**config.mk**
```make
export PLATFORM = sky130hd
export DESIGN_NAME = ipv4_receive_header_check
export DESIGN_NICKNAME = d
export VERILOG_FILES = /design/src/sv/irhc_pkg.sv /design/src/sv/ipv4_receive_header_check.sv
export VERILOG_INCLUDE_DIRS = /design/src /design/src/sv
export SDC_FILE = /design/constraint.sdc
export NUM_CORES = 1
export LEC_CHECK = 0
export BUFFER_PORTS_ARGS = -buffer_cell sky130_fd_sc_hd__clkbuf_2
export CAP_MARGIN = 10
export CORE_MARGIN = 2
export CORE_UTILIZATION = 36
export DETAILED_ROUTE_END_ITERATION = 7
export PLACE_DENSITY = 0.55
export SYNTH_ARGS = -nofsm -noshare
export SYNTH_HDL_FRONTEND = slang
export SYNTH_SLANG_ARGS = --single-unit
```
**constraint.sdc**
```tcl
create_clock -name aclk -period 11.21 [get_ports aclk]
set_input_delay 2.242 -clock aclk [delete_from_list [all_inputs] [get_ports aclk]]
set_output_delay 2.242 -clock aclk [all_outputs]
set_load 0.005 [all_outputs]
```
**src/sv/ipv4_receive_header_check_defines.svh**
```systemverilog
// Assertion macros shared by the IPv4 receive header check RTL.
// Included by modules that carry concurrent checks; depends on nothing else.
`ifndef IPV4_RECEIVE_HEADER_CHECK_DEFINES_SVH
`define IPV4_RECEIVE_HEADER_CHECK_DEFINES_SVH

// Same-cycle implication, checks off while reset is asserted
`define IRHC_ASSERT_NOW(label, clk, rstn, ante, cons, msg) \
    label: assert property (@(posedge clk) disable iff (!(rstn)) (ante) |-> (cons)) \
        else $error(msg);

// Next-cycle implication, checks off while reset is asserted
`define IRHC_ASSERT_NEXT(label, clk, rstn, ante, cons, msg) \
    label: assert property (@(posedge clk) disable iff (!(rstn)) (ante) |=> (cons)) \
        else $error(msg);

`endif

```
**src/sv/irhc_pkg.sv**
```systemverilog
// Package for the IPv4 receive header check: verdict codes, register
// indexes, header constants and field widths. Depends on nothing.
`default_nettype none

package irhc_pkg;

    // Default width of each verdict counter
    localparam int COUNT_WIDTH_DEFAULT = 32;

    // Field widths
    localparam int BYTE_W     = 8;
    localparam int POS_W      = 16;
    localparam int ADDR_W     = 32;
    localparam int MAC_W      = 48;
    localparam int HLEN_W     = 6;
    localparam int PLEN_W     = 16;
    localparam int VCOUNT_W   = 32;
    localparam int CFG_IDX_W  = 2;
    localparam int CFG_DATA_W = 32;
    localparam int OUT_DATA_W = 136;
    localparam int NUM_VERDICTS = 8;

    // Frame layout and header constants
    localparam logic [POS_W-1:0] ETH_LEN       = 16'd14;
    localparam logic [POS_W-1:0] MAC_SRC_FIRST = 16'd6;
    localparam logic [POS_W-1:0] MAC_SRC_END   = 16'd12;
    localparam logic [POS_W-1:0] MIN_HDR       = 16'd20;
    localparam logic [POS_W-1:0] POS_MAX       = 16'hffff;
    localparam logic [15:0]      FLAG_MORE     = 16'h2000;
    localparam logic [15:0]      OFFSET_MASK   = 16'h1fff;
    localparam logic [15:0]      SUM_GOOD      = 16'hffff;
    localparam logic [3:0]       IP_VERSION    = 4'd4;
    localparam logic [7:0]       PROTO_ICMP    = 8'd1;
    localparam logic [7:0]       PROTO_TCP     = 8'd6;
    localparam logic [7:0]       PROTO_UDP     = 8'd17;
    localparam logic [ADDR_W-1:0] ADDR_BCAST   = 32'hffff_ffff;

    // Header byte offsets, counted from the version/IHL byte
    localparam logic [POS_W-1:0] HOFS_VERSION  = 16'd0;
    localparam logic [POS_W-1:0] HOFS_TOTLEN_H = 16'd2;
    localparam logic [POS_W-1:0] HOFS_TOTLEN_L = 16'd3;
    localparam logic [POS_W-1:0] HOFS_FRAG_H   = 16'd6;
    localparam logic [POS_W-1:0] HOFS_FRAG_L   = 16'd7;
    localparam logic [POS_W-1:0] HOFS_PROTO    = 16'd9;
    localparam logic [POS_W-1:0] HOFS_SRC      = 16'd12;
    localparam logic [POS_W-1:0] HOFS_DST      = 16'd16;
    localparam logic [POS_W-1:0] HOFS_DST_END  = 16'd20;

    // Configuration register indexes
    typedef enum logic [CFG_IDX_W-1:0] {
        CFG_LOCAL_ADDRESS = 2'd0,
        CFG_ADDRESS_VALID = 2'd1
    } cfg_index_t;

    // Verdict codes
    typedef enum logic [2:0] {
        VERDICT_ICMP          = 3'd0,
        VERDICT_UDP           = 3'd1,
        VERDICT_TCP           = 3'd2,
        VERDICT_BAD_HEADER    = 3'd3,
        VERDICT_CHECKSUM      = 3'd4,
        VERDICT_FRAGMENT      = 3'd5,
        VERDICT_NOT_OURS      = 3'd6,
        VERDICT_UNKNOWN_PROTO = 3'd7
    } verdict_t;

endpackage

`default_nettype wire

```
**src/sv/ipv4_receive_header_check.sv**
```systemverilog
// IPv4 receive header check: byte-stream header capture, checksum and verdict.
// Depends on irhc_pkg and ipv4_receive_header_check_defines.svh.
`default_nettype none
`include "ipv4_receive_header_check_defines.svh"

// Takes an Ethernet frame one byte per cycle on the s_ stream (tlast on the
// final byte) and returns one verdict transaction per frame on the m_ stream.
// Each byte is handled as it is accepted: the frame capture registers and the
// running ones'-complement sum update on each accepted byte, and the final
// byte copies the finished frame state into a check register, which the
// verdict logic and the eight verdict counters turn into the result register.
// A byte can be accepted every cycle while m_tready is high; the check
// register hands its frame to the result register once no earlier result is
// held there. Input stalls only while a judged frame waits in the check
// register behind a held result. The local address is written through the
// cfg_ channel (index 0 address, index 1 valid flag) and should only change
// while no frame is in flight. Reset clears the counters and the frame capture
// state at once; there is no clearing pass.
module ipv4_receive_header_check #(
    parameter int COUNT_WIDTH = irhc_pkg::COUNT_WIDTH_DEFAULT
) (
    input  wire logic                              aclk,
    input  wire logic                              aresetn,
    // Configuration writes
    input  wire logic                              cfg_valid,
    output logic                                   cfg_ready,
    input  wire logic [irhc_pkg::CFG_IDX_W-1:0]    cfg_index,
    input  wire logic [irhc_pkg::CFG_DATA_W-1:0]   cfg_data,
    // Frame byte stream
    input  wire logic                              s_tvalid,
    output logic                                   s_tready,
    input  wire logic [irhc_pkg::BYTE_W-1:0]       s_tdata,   // [7:0] frame_byte
    input  wire logic                              s_tlast,   // frame_end
    // Verdict stream
    output logic                                   m_tvalid,
    input  wire logic                              m_tready,
    // [31:0] sender_address, [79:32] sender_mac, [80] learn_sender,
    // [86:81] header_length, [102:87] payload_length,
    // [134:103] verdict_count, [135] zero
    output logic [irhc_pkg::OUT_DATA_W-1:0]        m_tdata,
    output logic [2:0]                             m_tuser    // [2:0] verdict
);

    localparam int PW = irhc_pkg::POS_W;

    // ------------------------------------------------------------------
    // Configuration registers
    // ------------------------------------------------------------------
    logic [irhc_pkg::ADDR_W-1:0] local_addr_reg;
    logic                        addr_valid_reg;

    assign cfg_ready = 1'b1;

    always_ff @(posedge aclk) begin
        if (!aresetn) begin
            local_addr_reg <= '0;
            addr_valid_reg <= 1'b0;
        end else if (cfg_valid && cfg_ready) begin
            if (cfg_index == irhc_pkg::CFG_LOCAL_ADDRESS) begin
                local_addr_reg <= cfg_data;
            end else if (cfg_index == irhc_pkg::CFG_ADDRESS_VALID) begin
                addr_valid_reg <= cfg_data[0];
            end
        end
    end

    // ------------------------------------------------------------------
    // Handshake control
    // ------------------------------------------------------------------
    logic chk_valid_reg;
    logic out_free;
    logic chk_go;
    logic in_go;

    assign out_free = !m_tvalid || m_tready;
    assign chk_go   = chk_valid_reg && out_free;
    assign s_tready = !chk_valid_reg || out_free;
    assign in_go    = s_tvalid && s_tready;

    // ------------------------------------------------------------------
    // Frame capture: next state for the accepted byte
    // ------------------------------------------------------------------
    logic [PW-1:0]  pos_reg, pos_next;
    logic [15:0]    sum_reg, sum_next;
    logic [7:0]     pend_reg, pend_next;
    logic [7:0]     ver_reg, ver_next;
    logic [15:0]    tot_reg, tot_next;
    logic [15:0]    frag_reg, frag_next;
    logic [7:0]     proto_reg, proto_next;
    logic [31:0]    src_reg, src_next;
    logic [31:0]    tgt_reg, tgt_next;
    logic [47:0]    mac_reg, mac_next;

    logic [7:0]     in_byte;
    logic [PW-1:0]  hofs;
    logic           in_ip;
    logic [5:0]     ihl_cur;
    logic [16:0]    acc;

    assign in_byte = s_tdata;

    always_comb begin
        pos_next   = pos_reg;
        sum_next   = sum_reg;
        pend_next  = pend_reg;
        ver_next   = ver_reg;
        tot_next   = tot_reg;
        frag_next  = frag_reg;
        proto_next = proto_reg;
        src_next   = src_reg;
        tgt_next   = tgt_reg;
        mac_next   = mac_reg;
        hofs       = pos_reg - irhc_pkg::ETH_LEN;
        in_ip      = (pos_reg >= irhc_pkg::ETH_LEN);
        acc        = {1'b0, sum_reg} + {1'b0, pend_reg, in_byte};

        // Source MAC bytes
        if (pos_reg >= irhc_pkg::MAC_SRC_FIRST && pos_reg < irhc_pkg::MAC_SRC_END) begin
            mac_next = {mac_reg[39:0], in_byte};
        end

        // Header field capture
        if (in_ip) begin
            if (hofs == irhc_pkg::HOFS_VERSION) begin
                ver_next = in_byte;
            end else if (hofs == irhc_pkg::HOFS_TOTLEN_H ||
                         hofs == irhc_pkg::HOFS_TOTLEN_L) begin
                tot_next = {tot_reg[7:0], in_byte};
            end else if (hofs == irhc_pkg::HOFS_FRAG_H ||
                         hofs == irhc_pkg::HOFS_FRAG_L) begin
                frag_next = {frag_reg[7:0], in_byte};
            end else if (hofs == irhc_pkg::HOFS_PROTO) begin
                proto_next = in_byte;
            end else if (hofs >= irhc_pkg::HOFS_SRC && hofs < irhc_pkg::HOFS_DST) begin
                src_next = {src_reg[23:0], in_byte};
            end else if (hofs >= irhc_pkg::HOFS_DST && hofs < irhc_pkg::HOFS_DST_END) begin
                tgt_next = {tgt_reg[23:0], in_byte};
            end
        end

        // Ones'-complement sum over the first IHL*4 header bytes
        ihl_cur = {ver_next[3:0], 2'b00};
        if (in_ip && hofs < {{(PW-6){1'b0}}, ihl_cur}) begin
            if (!hofs[0]) begin
                pend_next = in_byte;
            end else begin
                sum_next = acc[15:0] + {15'd0, acc[16]};
            end
        end

        // Saturating byte position
        if (pos_reg != irhc_pkg::POS_MAX) begin
            pos_next = pos_reg + 1'b1;
        end
    end

    // Advance frame state; clear it after the final byte
    always_ff @(posedge aclk) begin
        if (!aresetn || (in_go && s_tlast)) begin
            pos_reg   <= '0;
            sum_reg   <= '0;
            pend_reg  <= '0;
            ver_reg   <= '0;
            tot_reg   <= '0;
            frag_reg  <= '0;
            proto_reg <= '0;
            src_reg   <= '0;
            tgt_reg   <= '0;
            mac_reg   <= '0;
        end else if (in_go) begin
            pos_reg   <= pos_next;
            sum_reg   <= sum_next;
            pend_reg  <= pend_next;
            ver_reg   <= ver_next;
            tot_reg   <= tot_next;
            frag_reg  <= frag_next;
            proto_reg <= proto_next;
            src_reg   <= src_next;
            tgt_reg   <= tgt_next;
            mac_reg   <= mac_next;
        end
    end

    // ------------------------------------------------------------------
    // Check register: finished frame state, held until judged
    // ------------------------------------------------------------------
    logic [PW-1:0]  chk_pos_reg;
    logic [15:0]    chk_sum_reg;
    logic [7:0]     chk_ver_reg;
    logic [15:0]    chk_tot_reg;
    logic [15:0]    chk_frag_reg;
    logic [7:0]     chk_proto_reg;
    logic [31:0]    chk_src_reg;
    logic [31:0]    chk_tgt_reg;
    logic [47:0]    chk_mac_reg;

    always_ff @(posedge aclk) begin
        if (!aresetn) begin
            chk_valid_reg <= 1'b0;
        end else if (in_go && s_tlast) begin
            chk_valid_reg <= 1'b1;
        end else if (chk_go) begin
            chk_valid_reg <= 1'b0;
        end
    end

    always_ff @(posedge aclk) begin
        if (in_go && s_tlast) begin
            chk_pos_reg   <= pos_reg;
            chk_sum_reg   <= sum_next;
            chk_ver_reg   <= ver_next;
            chk_tot_reg   <= tot_next;
            chk_frag_reg  <= frag_next;
            chk_proto_reg <= proto_next;
            chk_src_reg   <= src_next;
            chk_tgt_reg   <= tgt_next;
            chk_mac_reg   <= mac_next;
        end
    end

    // ------------------------------------------------------------------
    // Verdict logic
    // ------------------------------------------------------------------
    irhc_pkg::verdict_t verdict;
    logic [16:0]    frame_len;
    logic [16:0]    ip_len;
    logic [16:0]    ihl17;
    logic [16:0]    tot17;
    logic [5:0]     ihl_chk;
    logic           bad_hdr;
    logic           mine;
    logic           bcast;
    logic           learn;
    logic [15:0]    payload;

    always_comb begin
        ihl_chk   = {chk_ver_reg[3:0], 2'b00};
        frame_len = {1'b0, chk_pos_reg} + 17'd1;
        ip_len    = frame_len - {1'b0, irhc_pkg::ETH_LEN};
        ihl17     = {11'd0, ihl_chk};
        tot17     = {1'b0, chk_tot_reg};
        mine      = addr_valid_reg && (chk_tgt_reg == local_addr_reg);
        bcast     = (chk_tgt_reg == irhc_pkg::ADDR_BCAST);
        learn     = 1'b0;
        payload   = '0;
        bad_hdr   = (frame_len < {1'b0, irhc_pkg::ETH_LEN + irhc_pkg::MIN_HDR}) ||
                    (chk_ver_reg[7:4] != irhc_pkg::IP_VERSION) ||
                    (ihl17 < {1'b0, irhc_pkg::MIN_HDR}) ||
                    (ihl17 > ip_len) || (tot17 < ihl17) || (tot17 > ip_len);

        // Checks in priority order
        if (bad_hdr) begin
            verdict = irhc_pkg::VERDICT_BAD_HEADER;
        end else if (chk_sum_reg != irhc_pkg::SUM_GOOD) begin
            verdict = irhc_pkg::VERDICT_CHECKSUM;
        end else if ((chk_frag_reg & (irhc_pkg::FLAG_MORE | irhc_pkg::OFFSET_MASK)) != '0) begin
            verdict = irhc_pkg::VERDICT_FRAGMENT;
        end else if (!mine && !bcast) begin
            verdict = irhc_pkg::VERDICT_NOT_OURS;
        end else begin
            learn   = mine;
            payload = chk_tot_reg - {10'd0, ihl_chk};
            if (chk_proto_reg == irhc_pkg::PROTO_ICMP) begin
                verdict = irhc_pkg::VERDICT_ICMP;
            end else if (chk_proto_reg == irhc_pkg::PROTO_UDP) begin
                verdict = irhc_pkg::VERDICT_UDP;
            end else if (chk_proto_reg == irhc_pkg::PROTO_TCP) begin
                verdict = irhc_pkg::VERDICT_TCP;
            end else begin
                verdict = irhc_pkg::VERDICT_UNKNOWN_PROTO;
            end
        end
    end

    // ------------------------------------------------------------------
    // Verdict counters
    // ------------------------------------------------------------------
    logic [COUNT_WIDTH-1:0]    cnt_reg [irhc_pkg::NUM_VERDICTS];
    logic [COUNT_WIDTH-1:0]    cnt_next;
    logic [COUNT_WIDTH+31:0]   cnt_ext;

    assign cnt_next = cnt_reg[verdict] + 1'b1;
    assign cnt_ext  = {32'd0, cnt_next};

    always_ff @(posedge aclk) begin
        if (!aresetn) begin
            for (int k = 0; k < irhc_pkg::NUM_VERDICTS; k++) begin
                cnt_reg[k] <= '0;
            end
        end else if (chk_go) begin
            cnt_reg[verdict] <= cnt_next;
        end
    end

    // ------------------------------------------------------------------
    // Result register
    // ------------------------------------------------------------------
    always_ff @(posedge aclk) begin
        if (!aresetn) begin
            m_tvalid <= 1'b0;
        end else if (chk_go) begin
            m_tvalid <= 1'b1;
        end else if (m_tready) begin
            m_tvalid <= 1'b0;
        end
    end

    always_ff @(posedge aclk) begin
        if (chk_go) begin
            m_tuser <= verdict;
            m_tdata <= {1'b0, cnt_ext[irhc_pkg::VCOUNT_W-1:0], payload, ihl_chk,
                        learn, chk_mac_reg, chk_src_reg};
        end
    end

    // ------------------------------------------------------------------
    // Assertions
    // ------------------------------------------------------------------
    `IRHC_ASSERT_NEXT(a_judged_frame_shows, aclk, aresetn,
        chk_go, m_tvalid, "judged frame did not reach the result register")

    `IRHC_ASSERT_NOW(a_learn_only_on_delivery, aclk, aresetn,
        m_tvalid && m_tdata[80],
        m_tuser == irhc_pkg::VERDICT_ICMP || m_tuser == irhc_pkg::VERDICT_UDP ||
        m_tuser == irhc_pkg::VERDICT_TCP || m_tuser == irhc_pkg::VERDICT_UNKNOWN_PROTO,
        "learn flag set on a dropped frame")

    `IRHC_ASSERT_NOW(a_payload_only_on_delivery, aclk, aresetn,
        m_tvalid && m_tdata[102:87] != 16'd0,
        m_tuser == irhc_pkg::VERDICT_ICMP || m_tuser == irhc_pkg::VERDICT_UDP ||
        m_tuser == irhc_pkg::VERDICT_TCP || m_tuser == irhc_pkg::VERDICT_UNKNOWN_PROTO,
        "payload length reported on a dropped frame")

    `IRHC_ASSERT_NEXT(a_frame_state_cleared, aclk, aresetn,
        in_go && s_tlast, pos_reg == '0 && sum_reg == '0 && chk_valid_reg,
        "frame state not cleared after final byte")

endmodule

`default_nettype wire

```
==> metrics.md <==
| Metric | Value |
|---|---|
| Routed via count divided by cell count | `5.25` |
| Type of the worst min-delay path | `flop to flop` |
| Leakage dissipation | `15.4 nW` |
| Post-place setup slack | `4120 ps` |
| Total wire length after detailed routing | `103000 um` |
| Synth Flop Type | `sky130_fd_sc_hd__edfxtp_1` |
| Power density cells | `161 nW/um^2` |
| Wire length of the first global-routing pass | `154000 um` |
| Outcome | `complete, no violations` |
| Effective utilization at floorplan | `36.5%` |
| Setup TNS | `0 ps` |
| Share of the yosys chip area belonging to registers | `60.5%` |
| X dimension of the die | `323 um` |
| Post-CTS setup repair buffer count | `0` |
| # rows | `116` |
| Number of gates resized after CTS | `0` |
| Core region area | `100000 um^2` |
| Final layout net count | `3515` |
| Number of buffers inserted during clock tree synthesis | `90` |
| Number of flip-flops in the largest register | `256` |
| TritonCTS clock tree | `built` |
| Maximum fanout along the worst path | `30` |
| Layout overhead on the synthesized area | `14.3%` |
| Port Buffer Count | `185` |
| Worst-case clock buffer depth | `3` |
| WL/cell | `21.2 um` |
| Max Clock Freq | `140 MHz` |
| Transition at the pin with the smallest max-transition slack | `1180 ps` |
| WP data required | `11610 ps` |
| RSZ-0062 raised after global routing | `no` |
| Number of filler instances in the final layout | `9625` |
| First-pass iteration count of the detailed router | `6` |
| Final global-route overflow total | `0` |
| Pin count of the biggest net entering global routing | `120` |
| Vias in the first global route | `24500` |
| Post-DP HPWL | `65600 um` |
| Setup skew after layout | `41.3 ps` |
| Post-Layout Cell Count | `4842` |
| Element type at the critical path end | `flop` |
| Initial DRC Count | `2085` |
| Clk root buf | `sky130_fd_sc_hd__clkbuf_16` |
| Maxcap violations | `0` |
| Final number of hold-violating endpoints | `0` |
| Vias post-DR | `25400` |
| Hold buffers post-CTS | `0` |
| Clock net sink count | `815` |
| Startpoint Class | `flop` |
| Post-Synthesis Mean Instance Area | `11.2 um^2` |
| Portion of synthesized cell area occupied by the leading cell type | `47.7%` |
| DRC errors left | `0` |
| Gr usage total | `19.4%` |
| Slew HR | `20.5%` |
| Dpl cells | `4675` |
| Chip height | `323 um` |
| Antenna violations before repair | `3` |
| Sum of internal, switching and leakage power | `6.74 mW` |
| Count of pins over their slew limit | `0` |
| IR Drop Worst-Case VDD | `0.123 mV` |
| Worst Setup Slack, final | `4070 ps` |
| Count of final setup violators | `0` |
| Diodes inserted | `0` |
| Clock insertion delay at the later pin of the skew report | `690 ps` |
| Synth top area cells | `sky130_fd_sc_hd__edfxtp_1 (48%), sky130_fd_sc_hd__dfxtp_1 (13%), sky130_fd_sc_hd__nor2_1 (5.6%), sky130_fd_sc_hd__mux2_2 (5.3%), sky130_fd_sc_hd__nand2_1 (3.3%)` |
| Final worst path period need | `7140 ps` |
| Fraction of final layout cells with drive strength greater than 1 | `17.4%` |
| Synthesized area | `36600 um^2` |
| H-tree depth | `3` |
| Synthesized instance count | `3270` |
| Multi-input logic area | `13500 um^2` |
| Category of the most critical setup path | `flop to flop` |
| Antenna Nets Post-Route | `0` |
| Flops & latches, synth | `815` |
| Top-Level Pins | `190` |
| Fraction of synthesis flops using an asynchronous set or reset pin | `0%` |
| Flip-flop and latch area | `22100 um^2` |
| Yosys warnings | `0` |
| Largest area contributor in the netlist | `sky130_fd_sc_hd__edfxtp_1` |
| R2R setup slack | `4070 ps` |
| Reg clk slew, reported paths | `60 ps` |
| Hold slack final | `412 ps` |
| Unique masters post-synth | `105` |
| Data arrival time at the worst-slack endpoint | `7540 ps` |
| Count of flip-flops with a built-in enable after synthesis | `582` |
| RD Place Congestion | `0.864` |
| Area of the die | `104000 um^2` |
| Share of the clock period used by the worst path | `63.7%` |
## placed cells by master, fill, tap and decap left out, drive strengths merged, types with 26 or more instances in the layout
cell type and instances:
ha 55, xor2 64, nor4 34, nand4 51
a21boi 36, clkinv 33, edfxtp 582, inv 79
a21oi 156, xnor2 71, nand3 53, o21ai 70
buf 49, mux2 174, nor2 555, clkbuf 306
dfxtp 233, nor3 181, nand2 327, mux2i 34
o22ai 26
## final timing paths
kind,end,start,cells past startpoint
setup / recovery,cnt_reg[0][23],chk_pos_reg[2],20
hold reg to reg,m_tdata[10],chk_src_reg[10],0
hold / removal,m_tdata[10],chk_src_reg[10],0
setup reg to reg,cnt_reg[0][23],chk_pos_reg[2],20
## routing by layer
metal | vias up | part of all wire [%] | GRT usage, %
li1 | 12000 | - | -
met1 | 12500 | 46 | 27.4
met2 | 743 | 46 | 30.7
met3 | 133 | 5.8 | 2.94
met4 | 2 | 2.4 | 5.75
met5 | - | 0.021 | 0
## worst max-delay path, stage by stage, from the launching register on
cell and delay [ps]:
sky130_fd_sc_hd__edfxtp_1 540, sky130_fd_sc_hd__nand4_1 430, sky130_fd_sc_hd__nor3_2 460, sky130_fd_sc_hd__a211oi_1 170
sky130_fd_sc_hd__and4bb_1 380, sky130_fd_sc_hd__nand2_1 90, sky130_fd_sc_hd__xor2_1 220, sky130_fd_sc_hd__inv_1 70
sky130_fd_sc_hd__ha_1 290, sky130_fd_sc_hd__nand3_1 80, sky130_fd_sc_hd__or2_2 310, sky130_fd_sc_hd__or3_1 400
sky130_fd_sc_hd__o221a_4 270, sky130_fd_sc_hd__a21o_1 180, sky130_fd_sc_hd__buf_4 260, sky130_fd_sc_hd__nor2_4 520
sky130_fd_sc_hd__o21ai_0 330, sky130_fd_sc_hd__nor4_2 460, sky130_fd_sc_hd__nand4_1 510, sky130_fd_sc_hd__o21ai_1 710
sky130_fd_sc_hd__a21oi_1 160
## metrics by stage
| stage | instance area (um^2) | utilization, % |
|---|---|---|
| 3_3_place_gp | 38900 | 38.7 |
| 5_1_grt | 41900 | 41.7 |
| 6_report | 41900 | 41.7 |
| 3_5_place_dp | 38900 | 38.7 |
| 2_1_floorplan | 36600 | - |
| 4_1_cts | 41900 | 41.7 |
## cells by family (layout without fill, tap and decap cells)
group,count (synthesis),after routing,synth area share (%)
DFF,815,815,60.5
xor gates and xnor gates,136,136,3.29
other,2,4,0.0205
adders and majority gates,57,57,1.99
buffers and inverters,263,476,2.96
AOI/OAI and AO/OA,459,459,8.41
and+or+nand+nor,1330,1330,16.6
muxes,208,208,6.28
## cell usage after synthesis, drive strengths merged, types with 23 or more instances
library cell  count
mux2i            34
nor2            555
xor2             64
o21ai            70
a21oi           156
mux2            174
ha               55
nor4             34
xnor2            71
o22ai            26
nand2           327
a21boi           36
dfxtp           233
nand3            53
a21o             23
inv              74
nand4            51
clkbuf          144
nor3            181
edfxtp          582
buf              44
## cell type report
cell class	count	share of cell area [%]
Sequential cell	815	52.9
Multi-Input combinational cell	2194	32.1
Clock buffer	121	5.92
Tap cell	1357	4.06
Timing Repair Buffer	234	3.09
Clock inverter	46	1.19
Inverter	75	0.691
## power breakdown
| part | internal, mW | leakage, nW | switching, mW |
|---|---|---|---|
| clock network | 1.69 | 1.44 | 1.27 |
| logic | 0.120 | 6.32 | 0.263 |
| registers | 3.34 | 7.62 | 0.0596 |
Power figures use the tool's default switching activity.
